$ cat config.mk
export PLATFORM = sky130hd
export DESIGN_NAME = first_fit_block_map_allocator
export DESIGN_NICKNAME = d
export VERILOG_FILES = /design/src/hw/rtl/ffbma_pkg.sv /design/src/hw/rtl/ffbma_map.sv /design/src/hw/rtl/ffbma_step.sv /design/src/hw/rtl/first_fit_block_map_allocator.sv
export SDC_FILE = /design/constraint.sdc
export NUM_CORES = 2
export LEC_CHECK = 0
export ABC_AREA = 0
export ABC_CLOCK_PERIOD_IN_PS = 117600
export BUFFER_PORTS_ARGS = -buffer_cell sky130_fd_sc_hd__buf_2
export CAP_MARGIN = 40
export CORE_ASPECT_RATIO = 1.5
export CORE_UTILIZATION = 55
export CTS_CLUSTER_DIAMETER = 60
export DETAILED_ROUTE_END_ITERATION = 10
export PLACE_DENSITY = 0.78
export SETUP_SLACK_MARGIN = 0.15
export SYNTH_ARGS = -nofsm -noshare
export SYNTH_HDL_FRONTEND = slang
export SYNTH_SLANG_ARGS = --single-unit
$ cat constraint.sdc
create_clock -name i_clk -period 117.6 [get_ports i_clk]
set_clock_uncertainty 0.15 [all_clocks]
set_input_delay 11.76 -clock i_clk [delete_from_list [all_inputs] [get_ports i_clk]]
set_output_delay 11.76 -clock i_clk [all_outputs]
set_load 0.005 [all_outputs]
$ cat src/hw/rtl/ffbma_pkg.sv
// ffbma_pkg: shared types and constants of the first-fit block map allocator.
// Holds the item structs, map marks, status codes and default parameters.
// No dependencies.
package ffbma_pkg;

    localparam int DEF_BLOCKS      = 1024;
    localparam int DEF_BLOCK_BYTES = 256;

    // accumulator width: a heap span never exceeds 2^32 bytes
    localparam int ACC_W  = 33;
    localparam int PROD_W = 32;

    localparam logic [1:0] MARK_FREE   = 2'd0;
    localparam logic [1:0] MARK_USED   = 2'd1;
    localparam logic [1:0] MARK_BORDER = 2'd2;

    localparam logic [1:0] ST_DONE    = 2'd0;
    localparam logic [1:0] ST_NULL    = 2'd1;
    localparam logic [1:0] ST_NOSPACE = 2'd2;
    localparam logic [1:0] ST_INVALID = 2'd3;

    localparam logic ACT_ALLOC = 1'b0;
    localparam logic ACT_FREE  = 1'b1;

    typedef struct packed {
        logic        action;
        logic [31:0] request_bytes;
        logic [63:0] region_address;
    } t_in_item;

    typedef struct packed {
        logic [1:0]  status;
        logic [63:0] granted_address;
    } t_out_item;

endpackage

$ cat src/hw/rtl/ffbma_map.sv
// ffbma_map: block map storage, one write port and one registered read port.
// Depends on ffbma_pkg.
module ffbma_map import ffbma_pkg::*; #(
    parameter int BLOCKS = DEF_BLOCKS
) (
    input  logic                                  i_clk,
    input  logic                                  i_we,
    input  logic [((BLOCKS > 1) ? $clog2(BLOCKS) : 1)-1:0] i_waddr,
    input  logic [1:0]                            i_wdata,
    input  logic [((BLOCKS > 1) ? $clog2(BLOCKS) : 1)-1:0] i_raddr,
    output logic [1:0]                            o_rdata
);

    logic [1:0] r_mem [BLOCKS];
    logic [1:0] r_rdata;

    always_ff @(posedge i_clk) begin
        if (i_we) begin
            r_mem[i_waddr] <= i_wdata;
        end
        r_rdata <= r_mem[i_raddr];
    end

    assign o_rdata = r_rdata;

endmodule

$ cat src/hw/rtl/ffbma_step.sv
// ffbma_step: shared add-and-compare unit, advances a byte count by one block.
// Depends on ffbma_pkg.
module ffbma_step import ffbma_pkg::*; #(
    parameter int BLOCK_BYTES = DEF_BLOCK_BYTES
) (
    input  logic [ACC_W-1:0] i_acc,
    input  logic [ACC_W-1:0] i_target,
    output logic [ACC_W-1:0] o_sum,
    output logic             o_ge,
    output logic             o_eq
);

    localparam logic [ACC_W-1:0] STEP = ACC_W'(BLOCK_BYTES);

    assign o_sum = i_acc + STEP;
    assign o_ge  = (o_sum >= i_target);
    assign o_eq  = (o_sum == i_target);

endmodule

$ cat src/hw/rtl/first_fit_block_map_allocator.sv
// first_fit_block_map_allocator: first-fit heap allocator over a block map.
// Depends on ffbma_pkg, ffbma_map, ffbma_step.
//
// channel   direction  handshake                        payload
// command   in         start high, busy low             i_item (t_in_item)
// result    out        o_done strobe, one cycle         o_result (t_out_item)
// config    in         i_cfg_valid and o_cfg_ready      i_cfg_data (base address)
//
// After reset the map is cleared one entry a cycle with busy high, first entry set to border.
// Allocate: marks the first free run that holds the request used, its last block border, and
// returns base + start * BLOCK_BYTES, or no-space. Free: checks the offset from the base,
// finds its block and a border before it, frees the used blocks, then the border if the next
// block is free. One map entry per cycle through one read port. The result strobes as busy
// falls; null requests in the cycle after accept with busy low. Results cannot be stalled.
module first_fit_block_map_allocator import ffbma_pkg::*; #(
    parameter int BLOCKS      = DEF_BLOCKS,
    parameter int BLOCK_BYTES = DEF_BLOCK_BYTES
) (
    input  logic        i_clk,
    input  logic        i_rst_n,
    input  logic        start,
    output logic        busy,
    input  t_in_item    i_item,
    output logic        o_done,
    output t_out_item   o_result,
    input  logic        i_cfg_valid,
    output logic        o_cfg_ready,
    input  logic [63:0] i_cfg_data
);

    localparam int IW = (BLOCKS > 1) ? $clog2(BLOCKS) : 1;
    localparam int CW = $clog2(BLOCKS + 1);
    localparam logic [CW-1:0] LIM  = CW'(BLOCKS);
    localparam logic [CW-1:0] LAST = CW'(BLOCKS - 1);
    localparam logic [63:0]   SPAN = 64'(BLOCKS) * 64'(BLOCK_BYTES);

    localparam logic [3:0] S_CLEAR    = 4'd0;
    localparam logic [3:0] S_IDLE     = 4'd1;
    localparam logic [3:0] S_A_SCAN   = 4'd2;
    localparam logic [3:0] S_A_MARK   = 4'd3;
    localparam logic [3:0] S_A_MUL    = 4'd4;
    localparam logic [3:0] S_A_ADD    = 4'd5;
    localparam logic [3:0] S_F_SUB    = 4'd6;
    localparam logic [3:0] S_F_RANGE  = 4'd7;
    localparam logic [3:0] S_F_SEARCH = 4'd8;
    localparam logic [3:0] S_F_PREV   = 4'd9;
    localparam logic [3:0] S_F_WALK   = 4'd10;
    localparam logic [3:0] S_F_TAIL   = 4'd11;

    logic [3:0]        r_state, n_state;
    logic [CW-1:0]     r_idx, n_idx;
    logic [CW-1:0]     r_start, n_start;
    logic [CW-1:0]     r_end, n_end;
    logic [ACC_W-1:0]  r_acc, n_acc;
    logic [ACC_W-1:0]  r_target, n_target;
    logic [63:0]       r_addr, n_addr;
    logic [63:0]       r_off, n_off;
    logic [PROD_W-1:0] r_prod, n_prod;
    logic [63:0]       r_base;
    logic              r_done, n_done;
    t_out_item         r_result, n_result;

    logic [CW-1:0]     w_idx_inc;
    logic [CW-1:0]     w_rd;
    logic [IW-1:0]     w_raddr;
    logic              w_we;
    logic [IW-1:0]     w_waddr;
    logic [1:0]        w_wdata;
    logic [1:0]        w_rdata;
    logic [ACC_W-1:0]  w_sum;
    logic              w_ge;
    logic              w_eq;
    logic [64:0]       w_diff;

    ffbma_map #(.BLOCKS(BLOCKS)) u_map (
        .i_clk   (i_clk),
        .i_we    (w_we),
        .i_waddr (w_waddr),
        .i_wdata (w_wdata),
        .i_raddr (w_raddr),
        .o_rdata (w_rdata)
    );

    ffbma_step #(.BLOCK_BYTES(BLOCK_BYTES)) u_step (
        .i_acc    (r_acc),
        .i_target (r_target),
        .o_sum    (w_sum),
        .o_ge     (w_ge),
        .o_eq     (w_eq)
    );

    assign w_idx_inc   = r_idx + CW'(1);
    assign w_raddr     = (w_rd < LIM) ? w_rd[IW-1:0] : '0;
    assign w_diff      = {1'b0, r_addr} - {1'b0, r_base};
    assign busy        = (r_state != S_IDLE);
    assign o_cfg_ready = 1'b1;
    assign o_done      = r_done;
    assign o_result    = r_result;

    always_comb begin
        n_state  = r_state;
        n_idx    = r_idx;
        n_start  = r_start;
        n_end    = r_end;
        n_acc    = r_acc;
        n_target = r_target;
        n_addr   = r_addr;
        n_off    = r_off;
        n_prod   = r_prod;
        n_done   = 1'b0;
        n_result = r_result;
        w_rd     = '0;
        w_we     = 1'b0;
        w_waddr  = r_idx[IW-1:0];
        w_wdata  = MARK_FREE;
        case (r_state)
            S_CLEAR: begin
                w_we    = 1'b1;
                w_wdata = (r_idx == '0) ? MARK_BORDER : MARK_FREE;
                if (r_idx == LAST) begin
                    n_state = S_IDLE;
                end else begin
                    n_idx = w_idx_inc;
                end
            end
            S_IDLE: begin
                if (start) begin
                    if (i_item.action == ACT_ALLOC) begin
                        if (i_item.request_bytes == '0) begin
                            n_done   = 1'b1;
                            n_result = '{status: ST_NULL, granted_address: '0};
                        end else begin
                            n_target = ACC_W'(i_item.request_bytes);
                            n_acc    = '0;
                            n_start  = '0;
                            n_idx    = '0;
                            n_state  = S_A_SCAN;
                        end
                    end else begin
                        if (i_item.region_address == '0) begin
                            n_done   = 1'b1;
                            n_result = '{status: ST_NULL, granted_address: '0};
                        end else begin
                            n_addr  = i_item.region_address;
                            n_state = S_F_SUB;
                        end
                    end
                end
            end
            S_A_SCAN: begin
                w_rd = w_idx_inc;
                if (w_rdata == MARK_FREE && w_ge) begin
                    n_end   = r_idx;
                    n_idx   = r_start;
                    n_state = S_A_MARK;
                end else if (r_idx == LAST) begin
                    n_done   = 1'b1;
                    n_result = '{status: ST_NOSPACE, granted_address: '0};
                    n_state  = S_IDLE;
                end else begin
                    n_idx = w_idx_inc;
                    if (w_rdata == MARK_FREE) begin
                        n_acc = w_sum;
                    end else begin
                        n_acc   = '0;
                        n_start = w_idx_inc;
                    end
                end
            end
            S_A_MARK: begin
                w_we    = 1'b1;
                w_wdata = (r_idx == r_end) ? MARK_BORDER : MARK_USED;
                if (r_idx == r_end) begin
                    n_state = S_A_MUL;
                end else begin
                    n_idx = w_idx_inc;
                end
            end
            S_A_MUL: begin
                n_prod  = PROD_W'(r_start) * PROD_W'(BLOCK_BYTES);
                n_state = S_A_ADD;
            end
            S_A_ADD: begin
                n_done   = 1'b1;
                n_result = '{status: ST_DONE, granted_address: r_base + 64'(r_prod)};
                n_state  = S_IDLE;
            end
            S_F_SUB: begin
                if (w_diff[64]) begin
                    n_done   = 1'b1;
                    n_result = '{status: ST_INVALID, granted_address: '0};
                    n_state  = S_IDLE;
                end else begin
                    n_off   = w_diff[63:0];
                    n_state = S_F_RANGE;
                end
            end
            S_F_RANGE: begin
                if (r_off == '0 || r_off > SPAN) begin
                    n_done   = 1'b1;
                    n_result = '{status: ST_INVALID, granted_address: '0};
                    n_state  = S_IDLE;
                end else begin
                    n_target = r_off[ACC_W-1:0];
                    n_acc    = '0;
                    n_idx    = '0;
                    n_state  = S_F_SEARCH;
                end
            end
            S_F_SEARCH: begin
                w_rd = r_idx;
                if (w_eq) begin
                    n_idx   = w_idx_inc;
                    n_state = S_F_PREV;
                end else if (w_ge) begin
                    n_done   = 1'b1;
                    n_result = '{status: ST_INVALID, granted_address: '0};
                    n_state  = S_IDLE;
                end else begin
                    n_acc = w_sum;
                    n_idx = w_idx_inc;
                end
            end
            S_F_PREV: begin
                w_rd = r_idx;
                if (w_rdata != MARK_BORDER) begin
                    n_done   = 1'b1;
                    n_result = '{status: ST_INVALID, granted_address: '0};
                    n_state  = S_IDLE;
                end else begin
                    n_state = S_F_WALK;
                end
            end
            S_F_WALK: begin
                w_rd = w_idx_inc;
                if (r_idx < LIM && w_rdata == MARK_USED) begin
                    w_we  = 1'b1;
                    n_idx = w_idx_inc;
                end else if (r_idx < LIM && w_rdata == MARK_BORDER && w_idx_inc < LIM) begin
                    n_state = S_F_TAIL;
                end else begin
                    n_done   = 1'b1;
                    n_result = '{status: ST_DONE, granted_address: '0};
                    n_state  = S_IDLE;
                end
            end
            S_F_TAIL: begin
                w_we     = (w_rdata == MARK_FREE);
                n_done   = 1'b1;
                n_result = '{status: ST_DONE, granted_address: '0};
                n_state  = S_IDLE;
            end
            default: begin
                n_state = S_IDLE;
            end
        endcase
    end

    always_ff @(posedge i_clk) begin
        if (!i_rst_n) begin
            r_state <= S_CLEAR;
            r_idx   <= '0;
            r_done  <= 1'b0;
            r_base  <= '0;
        end else begin
            r_state <= n_state;
            r_idx   <= n_idx;
            r_done  <= n_done;
            if (i_cfg_valid && o_cfg_ready) begin
                r_base <= i_cfg_data;
            end
        end
    end

    always_ff @(posedge i_clk) begin
        r_start  <= n_start;
        r_end    <= n_end;
        r_acc    <= n_acc;
        r_target <= n_target;
        r_addr   <= n_addr;
        r_off    <= n_off;
        r_prod   <= n_prod;
        r_result <= n_result;
    end

endmodule

==> out/results.md <==
| Item | This run |
|:---|:---|
| Buffers from clock root to sink, at most | 4 |
| Number of global-route vias before repair | 75330 |
| Number of buffers added by the clock tree synthesis step | 212 |
| Terminus of the critical flop-to-flop path | u_map.o_rdata[0] |
| Initial antenna violation count | 17 |
| DRC viols | 0 |
| Proportion of layout cells with a drive suffix above 1 | 10.04% |
| Synthesized netlist cell count | 8793 |
| Worst min path class | flop to flop |
| Status | finished, final reports clean |
| Combined global-route utilization of all metal layers | 34.76% |
| Crit path capture | o_result[55] |
| Synth async-reset ratio | 0% |
| Clock latency at the later pin of the worst-skew pair | 880 ps |
| Clk pin slew, worst setup/hold paths | 70 ps |
| Via density per instance | 6.756 |
| Leakage power figure | 38.68 nW |
| Final hold viol count | 0 |
| Effective utilization at floorplan | 55.43% |
| Number of clock sinks seen by CTS | 2415 |
| Max-cap viol count | 0 |
| R2R depth | 18 |
| Share of synthesized area occupied by flip-flops and latches | 67.97% |
| Routed vias | 77610 |
| First element of the critical path | i_item[21] |
| FF-to-FF Start | r_idx[1] |
| Antenna violation net count after detailed routing | 0 |
| Post-Place Worst Slack | 101890 ps |
| Global placement routability congestion | 0.9986 |
| Horizontal extent of the die | 359.6 um |
| Minimum setup slack in the final design | 102820 ps |
| Max H-tree Level | 4 |
| Final standard cell area without fillers | 117200 um^2 |
| Most frequently used flop master after synthesis | edfxtp_1 |
| Root Buffer | clkbuf_16 |
| Commonest cells post-synth | 2333 x edfxtp_1, 1410 x nand2_1, 1255 x nor2_1, 484 x nand3_1, 377 x clkbuf_1 |
| Cell taking the most area after synthesis | edfxtp_1 |
| Sequential cell area | 71700 um^2 |
| Half-perimeter wire length after placement | 206700 um |
| Worst-path fanout max | 67 |
| Post-synth design cell area | 105500 um^2 |
| Worst EP arrival | 15110 ps |
| Clock tree from TritonCTS | yes |
| Total placed instance area | 110000 um^2 |
| Type of the worst setup path | input port to flop |
| Number of gates resized after CTS | 0 |
| Least-Margin Pin Slew | 1430 ps |
| Critical Path End Type | flop |
| Required time reported for the critical path endpoint | 117930 ps |
| Routed WL per cell | 30.04 um |
| Area Growth Syn to Fin | 11.09% |
| Overflow left after global routing | 0 |
| Maximum clock frequency | 0.06765 GHz |
| Syn_area_per_cell | 12.00 um^2 |
| Count of buffers added by post-CTS timing repair for setup | 0 |
| Quantity of hold-fixing buffers added after cts | 0 |
| Placeable core area | 190300 um^2 |
| Number of library cell types mapped by synthesis | 89 |
| Power per standard cell area | 14.82 nW/um^2 |
| Final TNS setup | 0 ps |
| Area of the die | 193600 um^2 |
| Proportion of netlist area held by the largest area contributor | 66.41% |
| Quantity of I/O buffers inserted on ports | 232 |
| Number of violations reported at the end of detailed-routing iteration 0 | 13200 |
| Syn Nets | 9065 |
| Total I/O pin count | 234 |
| Cell count after placement | 11080 |
| Slew HR | 4.682% |
| Die Height | 538.4 um |
| Count of pins over their slew limit | 0 |
| Yosys warning count | 0 |
| Final setup violation count | 0 |
| Reg2reg setup slack | 109440 ps |
| Crit share post-route | 12.57% |
| Detailed-routing iteration count for the pre-antenna-repair pass | 9 |
| Total power | 1.737 mW |
| Flop and latch count out of synthesis | 2415 |
| Wire length of the first global-routing pass | 493500 um |
| Area of combinational cells with multiple inputs | 30610 um^2 |
| Post-synth EDFFs | 2333 |
| Number of cells in the finished layout apart from fillers | 11490 |
| RSZ-0062 raised after global routing | false |
| Kind of launch point of the worst setup path | input port |
| Largest net degree at the start of global routing | 275 |
| # nets final | 9099 |
| IR Drop Worst-Case VDD | 12.01 uV |
| Most area-consuming cells after synthesis | edfxtp_1 66%, nand2_1 5.0%, nor2_1 4.5% |
| Final min period | 14780 ps |
| Wire length after detailed routing | 345100 um |
| Top-count cell post-synth | edfxtp_1 |
| Fillers | 13880 |
| Standard-cell row count | 196 |
==> cell usage in the layout, fill, tap and decap left out, types with 30 or more instances in the layout <==
cell       synthesis  final
xnor2_1          112    112
o21ai_0          180    179
nand3_1          484    484
a21o_1            83     83
a31oi_1          147    147
nor2b_1           81     80
nor3_1           108    103
clkbuf_16          0    215
clkinv_2           0     40
nor2_1          1255   1247
buf_4             16    181
nor4_1            60     58
o211ai_1          68     68
nand2_2            1     33
a311oi_1          34     34
o22ai_1          131    131
edfxtp_1        2333   2333
and3_1            87     87
clkinv_1           0     36
buf_2            218    239
a211oi_1         103    103
dfxtp_1           82     82
nand4_1           72     72
buf_16             0     30
bufinv_16          0     33
mux2i_1          297    296
nand2_1         1410   1371
a21oi_1          256    253
o221ai_1         135    135
ha_1             105    105
xor2_1            40     40
inv_1            164    163
==> cell families (layout without fill, tap and decap cells) <==
family / after synthesis / in the layout / share of synthesized area (%)
simple gates: 3650 / 3650 / 14.74
flops: 2415 / 2415 / 67.97
compound gates: 1330 / 1330 / 8.520
buf+inv: 832 / 1034 / 3.305
mux: 306 / 306 / 2.918
xor+xnor: 152 / 152 / 1.262
fa+ha+maj: 107 / 107 / 1.283
other cells: 1 / 19 / 0.003555
==> how the worst min path moves through the flow <==
stage / slack (ps) / start / cells after the start / end
after global routing: 330 / r_start[9] / 0 / r_prod[17]
after global placement: 300 / r_start[2] / 0 / r_prod[10]
after floorplan: 250 / r_idx[3] / 0 / r_end[3]
after detailed placement: 300 / r_start[2] / 0 / r_prod[10]
final: 330 / r_start[10] / 0 / r_prod[18]
after CTS: 320 / r_start[9] / 0 / r_prod[17]
==> power by group <==
group / total (mW) / switching [mW] / internal (mW)
Sequential: 0.957 / 0.00267 / 0.954
Combinational: 0.0558 / 0.0421 / 0.0137
Clock: 0.725 / 0.316 / 0.409
Total: 1.74 / 0.361 / 1.38
==> stage by stage <==
step	util (%)	hold slack, ps
after floorplan	-	252.9
after global placement	57.15	295.1
after detailed placement	57.78	301.9
after CTS	61.51	322.4
after global routing	61.56	334.2
final	61.58	326.7
==> layer usage <==
layer / global-route usage [%] / wire length [um]
met1: 39.60 / 105900
met2: 54.77 / 158200
met3: 8.255 / 44550
met4: 30.89 / 36390
met5: 0 / 55
==> area by class of cell <==
class                   instances  share of cell area, %
flip-flops and latches       2415                  61.18
well taps                    2475                  2.642
multi-input cells            5546                  26.12
clock inverters               139                  1.369
repair buffers                488                  3.434
clock buffers                 243                  4.689
diodes                         18                0.03844
inverters                     164                 0.5253
==> worst max-delay path, stage by stage <==
cell and delay [ps]:
buf_2 110, nor4_1 620, nand4_1 440, nor4_1 360, buf_4 210, a21oi_1 110
nor3b_1 190, o21ai_0 100, a21o_1 220, nand2_1 50, and4_2 210, buf_4 610
==> state kept, by name (all words and copies together) (netlist names), 2 cells and up <==
name / count
o_result: 66
r_acc: 25
r_addr: 64
r_base: 64
r_end: 11
r_idx: 11
r_off: 64
r_prod: 11
r_start: 11
r_state: 4
r_target: 33
u_map.o_rdata: 2
u_map.r_mem: 2048
No activity file was read; power rests on OpenSTA's default activity.
